[src/rtl/core/swmm_pkg.sv]
package swmm_pkg;

  // Default depth of the sample chain
  localparam int unsigned MAX_WINDOW_DEF = 64;

  // Field widths
  localparam int unsigned SAMPLE_W  = 32;
  localparam int unsigned AGE_W     = 6;
  localparam int unsigned WIN_REG_W = 7;

  // Configuration register file
  localparam int unsigned APB_DATA_W = 32;
  localparam int unsigned APB_ADDR_W = 3;
  localparam logic [WIN_REG_W-1:0] WIN_RESET = 7'd64;

  // Register indexes (byte address / 4)
  typedef enum logic {
    REG_WINDOW_LENGTH = 1'b0,
    REG_UNUSED        = 1'b1
  } reg_idx_e;

  // State of one cell as handed to its older neighbor
  typedef struct packed {
    logic signed [SAMPLE_W-1:0] value;
    logic                       lo_alive;
    logic                       hi_alive;
  } cell_link_t;

  // Front of one queue: extreme value and its age
  typedef struct packed {
    logic signed [SAMPLE_W-1:0] value;
    logic [AGE_W-1:0]           age;
  } front_t;

endpackage

[src/rtl/core/swmm_cell.sv]
module swmm_cell #(
  parameter int unsigned INDEX = 0,
  parameter int unsigned WW    = 7
) (
  input  logic                                 clk_i,
  input  logic                                 rst_ni,
  input  logic                                 shift_i,
  input  logic signed [swmm_pkg::SAMPLE_W-1:0] sample_i,
  input  logic [WW-1:0]                        eff_w_i,
  input  swmm_pkg::cell_link_t                 link_i,
  output swmm_pkg::cell_link_t                 link_o
);

  logic signed [swmm_pkg::SAMPLE_W-1:0] value_q;
  logic                                 lo_alive_q, lo_alive_d;
  logic                                 hi_alive_q, hi_alive_d;
  logic                                 in_window;
  logic                                 lo_keep, hi_keep;

  // Sample lands at age INDEX; it survives only inside the window
  assign in_window = (WW'(INDEX) < eff_w_i);

  // Newest cell takes the new sample as is; older cells must still beat it
  assign lo_keep = (INDEX == 0) || (link_i.value < sample_i);
  assign hi_keep = (INDEX == 0) || (link_i.value > sample_i);

  always_comb begin
    lo_alive_d = lo_alive_q;
    hi_alive_d = hi_alive_q;
    if (shift_i) begin
      lo_alive_d = link_i.lo_alive && lo_keep && in_window;
      hi_alive_d = link_i.hi_alive && hi_keep && in_window;
    end
  end

  // Membership flags
  always_ff @(posedge clk_i or negedge rst_ni) begin
    if (!rst_ni) begin
      lo_alive_q <= 1'b0;
      hi_alive_q <= 1'b0;
    end else begin
      lo_alive_q <= lo_alive_d;
      hi_alive_q <= hi_alive_d;
    end
  end

  // Sample value moves one cell older per request
  always_ff @(posedge clk_i) begin
    if (shift_i) begin
      value_q <= link_i.value;
    end
  end

  assign link_o.value    = value_q;
  assign link_o.lo_alive = lo_alive_q;
  assign link_o.hi_alive = hi_alive_q;

endmodule

[config.mk]
export PLATFORM = sky130hd
export DESIGN_NAME = swmm_cell
export DESIGN_NICKNAME = d
export VERILOG_FILES = /design/src/rtl/core/swmm_pkg.sv /design/src/rtl/core/swmm_cell.sv
export SDC_FILE = /design/constraint.sdc
export NUM_CORES = 1
export LEC_CHECK = 0
export ABC_AREA = 1
export BUFFER_PORTS_ARGS = -buffer_cell sky130_fd_sc_hd__buf_2
export CELL_PAD_IN_SITES_DETAIL_PLACEMENT = 0
export CELL_PAD_IN_SITES_GLOBAL_PLACEMENT = 1
export CORE_ASPECT_RATIO = 1.75
export CORE_MARGIN = 2
export CORE_UTILIZATION = 27
export DETAILED_ROUTE_END_ITERATION = 8
export PLACE_DENSITY = 0.94
export SLEW_MARGIN = 0
export SYNTH_ARGS = -nofsm -noshare
export SYNTH_HDL_FRONTEND = slang
export SYNTH_SLANG_ARGS = --single-unit
[constraint.sdc]
create_clock -name clk_i -period 1.7 [get_ports clk_i]
set_input_delay 0.085 -clock clk_i [delete_from_list [all_inputs] [get_ports clk_i]]
set_output_delay 0.085 -clock clk_i [all_outputs]
set_load 0.02 [all_outputs]
## Word-level counts from Yosys, hierarchy flattened

Cells that the tools add are included.

- Register bits: 34
- Logic and storage cells: 6

- Reduce and logical (&&, ||, !) cells: 2
- Magnitude comparators: 1

Operators by type and width:

| kind | number |
|---|---|
| 1-bit by 7-bit less-than comparator with 1-bit output (first input constant) | 1 |
| 1-bit logical AND | 2 |

## Logic depth before layout (Yosys ltp)

- Word-level depth: 2
- Gate-level depth with buffers: 4
- Depth with buffers taken out: 4

## Least setup slack after synthesis

No wires, ideal clock.

- Path type: register -> output
- Start point: register hi_alive_q
- End point: output port link_o[0] (netlist name)
- Data required time: 1615 ps
- Stages on the path, launching flop included: 2
- Arrival: 501 ps
- Path slack: 1114 ps
- Path through: dfrtp_1 buf_4

RTL lines:

| element | RTL line | source |
|---|---|---|
| start: declaration | swmm_cell.sv:16 | `logic hi_alive_q, hi_alive_d;` |
| start signal: assignment | swmm_cell.sv:43 | `hi_alive_q <= hi_alive_d;` |
| end: declaration | swmm_cell.sv:11 | `output swmm_pkg::cell_link_t link_o` |

No word-level cell between the ends.

## Worst setup path in the final report

- Start point: register value_q[22] (netlist name)
- End point: output port link_o[24] (netlist name)

RTL lines:

| element | RTL line | source |
|---|---|---|
| start: declaration | swmm_cell.sv:14 | `logic signed [swmm_pkg::SAMPLE_W-1:0] value_q;` |
| start signal: assignment | swmm_cell.sv:50 | `value_q <= link_i.value;` |

No word-level cell between the ends.

==> run_results.csv <==
group,metric,value,unit
route,wirelength,2.698,mm
global_routing,grt_use_total,12.77,%
die,coreArea,3866,um2
min_path,holdPathStages,5,
final_layout,stdcell_area,1983,um2
die,dieArea,4590,um2
placed_design,dpl_cell_area,1543,um2
setup_path,worst_ep_required_time,1.62,ns
clocking,cts_buffers,5,
global_routing,antenna_found_initial,0,
setup_path,slowest_delay,0.39,ns
die,fp-row-count,30,
route,met3_length,203,um
route,wl_met2,1.641,mm
clocking,h-tree-depth,2,
status,status,"complete, no violations",
synthesis,synth-edff-count,32,
job,cap_violations,0,
setup_path,path_class,"flip-flop to primary output",
global_routing,grt_max_degree,19,
setup_path,timing.rr.start,"hi_alive_q",
synthesis,netlist_area,1092,um2
clocking,root_buffer,"clkbuf_8",
power,power.leakage,0.8986,nW
sta,hold_ws,0.09017,ns
setup_path,ff2ff_path_depth,2,
sta,tightest_slew,0.4368,ns
setup_path,endpoint,"link_o[24]",
global_routing,grt_pass1_vias,968,
final_layout,final-instance-count-excl-fill,218,
synthesis,ys_types,7,
die,die_height,88.14,um
setup_path,crit_chain,"buf_2",
die,ios,110,
setup_path,crit_fanout,1,
synthesis,yosys_warnings,0,
route,highest_layer,"met4",
synthesis,yosys_register_bits,34,
synthesis,async_reset_ff_share,5.882,%
route,first_iter_violations,17,
synthesis,synth_ff_type,"edfxtp_1",
route,wl_met1,782,um
sta,finalMaxSlewViolations,0,
route,vias,874,
sta,setup_viol,0,
synthesis,syn_avg_cell_area,20.61,um2
setup_path,crit_path_start,"value_q[22]",
sta,maxClockFrequency,1077,MHz
final_layout,antennaDiodeCount,0,
route,drc,0,
route,wl_per_cell,12.38,um
clocking,tritoncts,"done",
setup_path,critPathCaptureType,"primary output",
power,power_density,995.9,nW/um2
setup_path,critical_path.top_delay_family,"flip-flops",
clocking,clk_path_buf_depth,2,
synthesis,ys_seq_area_share,92.55,%
die,die_w,52.08,um
final_layout,nFillCells,340,
synthesis,synth_area_leaders,"edfxtp_1, dfrtp_1, nand2_1, buf_4, inv_1",
setup_path,worst-path-stages,1,
final_layout,seqCellArea,1011,um2
placed_design,hpwlAfterDp,1.786,mm
setup_path,reg2reg_to,"hi_alive_q",
power,vdd_ir_drop_max,0.0005647,V
final_layout,nets,245,
route,drtPass1Iterations,4,
route,ant_nets,0,
global_routing,gr-total-overflow,0,
setup_path,start_kind,"flip-flop",
sta,relSlewSlack,70.88,%
sta,min_period,0.9281,ns
placed_design,dp.cells,177,
setup_path,slowest_stage,"edfxtp_1",
final_layout,multi_input_area,51.30,um2
synthesis,synth_fp_nets,129,
clocking,cts-resized-gates,0,
min_path,hold_class,"primary input to flip-flop",
clocking,path_clk_slew,0.07,ns
placed_design,routabilityCongestion,0.7290,
sta,hold_viol,0,
setup_path,cp_data_arrival_time,0.84,ns
sta,rsz0062_at_grt,"false",
synthesis,syn_inst,53,
setup_path,regToRegSetupSlack,1.09,ns
synthesis,synth_common_cells,"edfxtp_1, nand2_1, inv_1",
synthesis,yosysMostFrequentCell,"edfxtp_1",
sta,finalCritPeriodShare,54.59,%
route,viasPerCell,4.009,
synthesis,yosysTopAreaCell,"edfxtp_1",
clocking,cts.sinks,34,
placed_design,io_buffers,77,
clocking,clkLatencyLatePin,0.28,ns
synthesis,synth_top_area_share,87.97,%
setup_path,critPathBufInv,1,
die,start_util,28.25,%
final_layout,syn_to_final_growth,81.56,%
sta,skew,0,ns
final_layout,drive_above_1_share,50.59,%
sta,setup_tns,0,ns
global_routing,grt_pass1_wl,4.071,mm
## area by class of cell
type | count | share of cell area [%]
repair buffers | 111 | 37.10
clock buffers | 8 | 5.552
well taps | 48 | 3.028
flip-flops and latches | 34 | 50.98
inverters | 4 | 0.7571
multi-input cells | 13 | 2.587
## placed cells by master, fill, tap and decap left out, drive strengths merged
cell,n
clkbuf,8
dfrtp,2
o21ai,2
inv,4
dlygate4sd3,33
edfxtp,32
nor2,3
nand2,8
buf,78
## per-stage QoR
| stage | setup slack, ns | util [%] | power (mW) |
|---|---|---|---|
| after floorplan | 1.114 | - | 1.129 |
| after detailed placement | 0.7129 | 39.90 | 1.251 |
| after CTS | 0.7688 | 51.29 | 1.989 |
| after global placement | 0.7403 | 39.90 | 1.243 |
| final | 0.7719 | 51.29 | 1.975 |
| after global routing | 0.7307 | 51.29 | 2.055 |
## cells by family after synthesis
| group | count (synthesis) | synth area share [%] |
|---|---|---|
| AOI/OAI and AO/OA | 2 | 0.9164 |
| and+or+nand+nor | 11 | 3.780 |
| DFF | 34 | 92.55 |
| buffers and inverters | 6 | 2.748 |
## per-layer routing
metal | up-vias | GRT usage (%)
met4 | 0 | 7.656
met3 | 9 | 4.437
li1 | 419 | -
met2 | 45 | 24.63
met1 | 401 | 10.29
met5 | - | 0
## repair_timing
action	4_1_cts	5_1_grt
buffers inserted	0	0
hold buffers	33	0
endpoints found under the hold margin	34	0
## how the worst min path moves through the flow
stage,startpoint,end,slack (ns)
final,link_i[1],lo_alive_q,0.09
after global routing,rst_ni,hi_alive_q,0.11
after CTS,link_i[0],hi_alive_q,0.09
after detailed placement,rst_ni,hi_alive_q,-0.13
after global placement,rst_ni,lo_alive_q,-0.13
after floorplan,rst_ni,hi_alive_q,-0.21
## flip-flops by register name (all words and copies together) (netlist names)
| name | cells |
|---|---|
| hi_alive_q | 1 |
| value_q | 32 |
| lo_alive_q | 1 |
## report_power, final
| part | switching, mW | total [mW] | internal [mW] |
|---|---|---|---|
| sequential | 0.0161 | 1.01 | 0.989 |
| combinational | 0.153 | 0.288 | 0.134 |
| clock | 0.273 | 0.682 | 0.409 |
| total | 0.443 | 1.97 | 1.53 |
No activity file was read; power rests on OpenSTA's default activity.
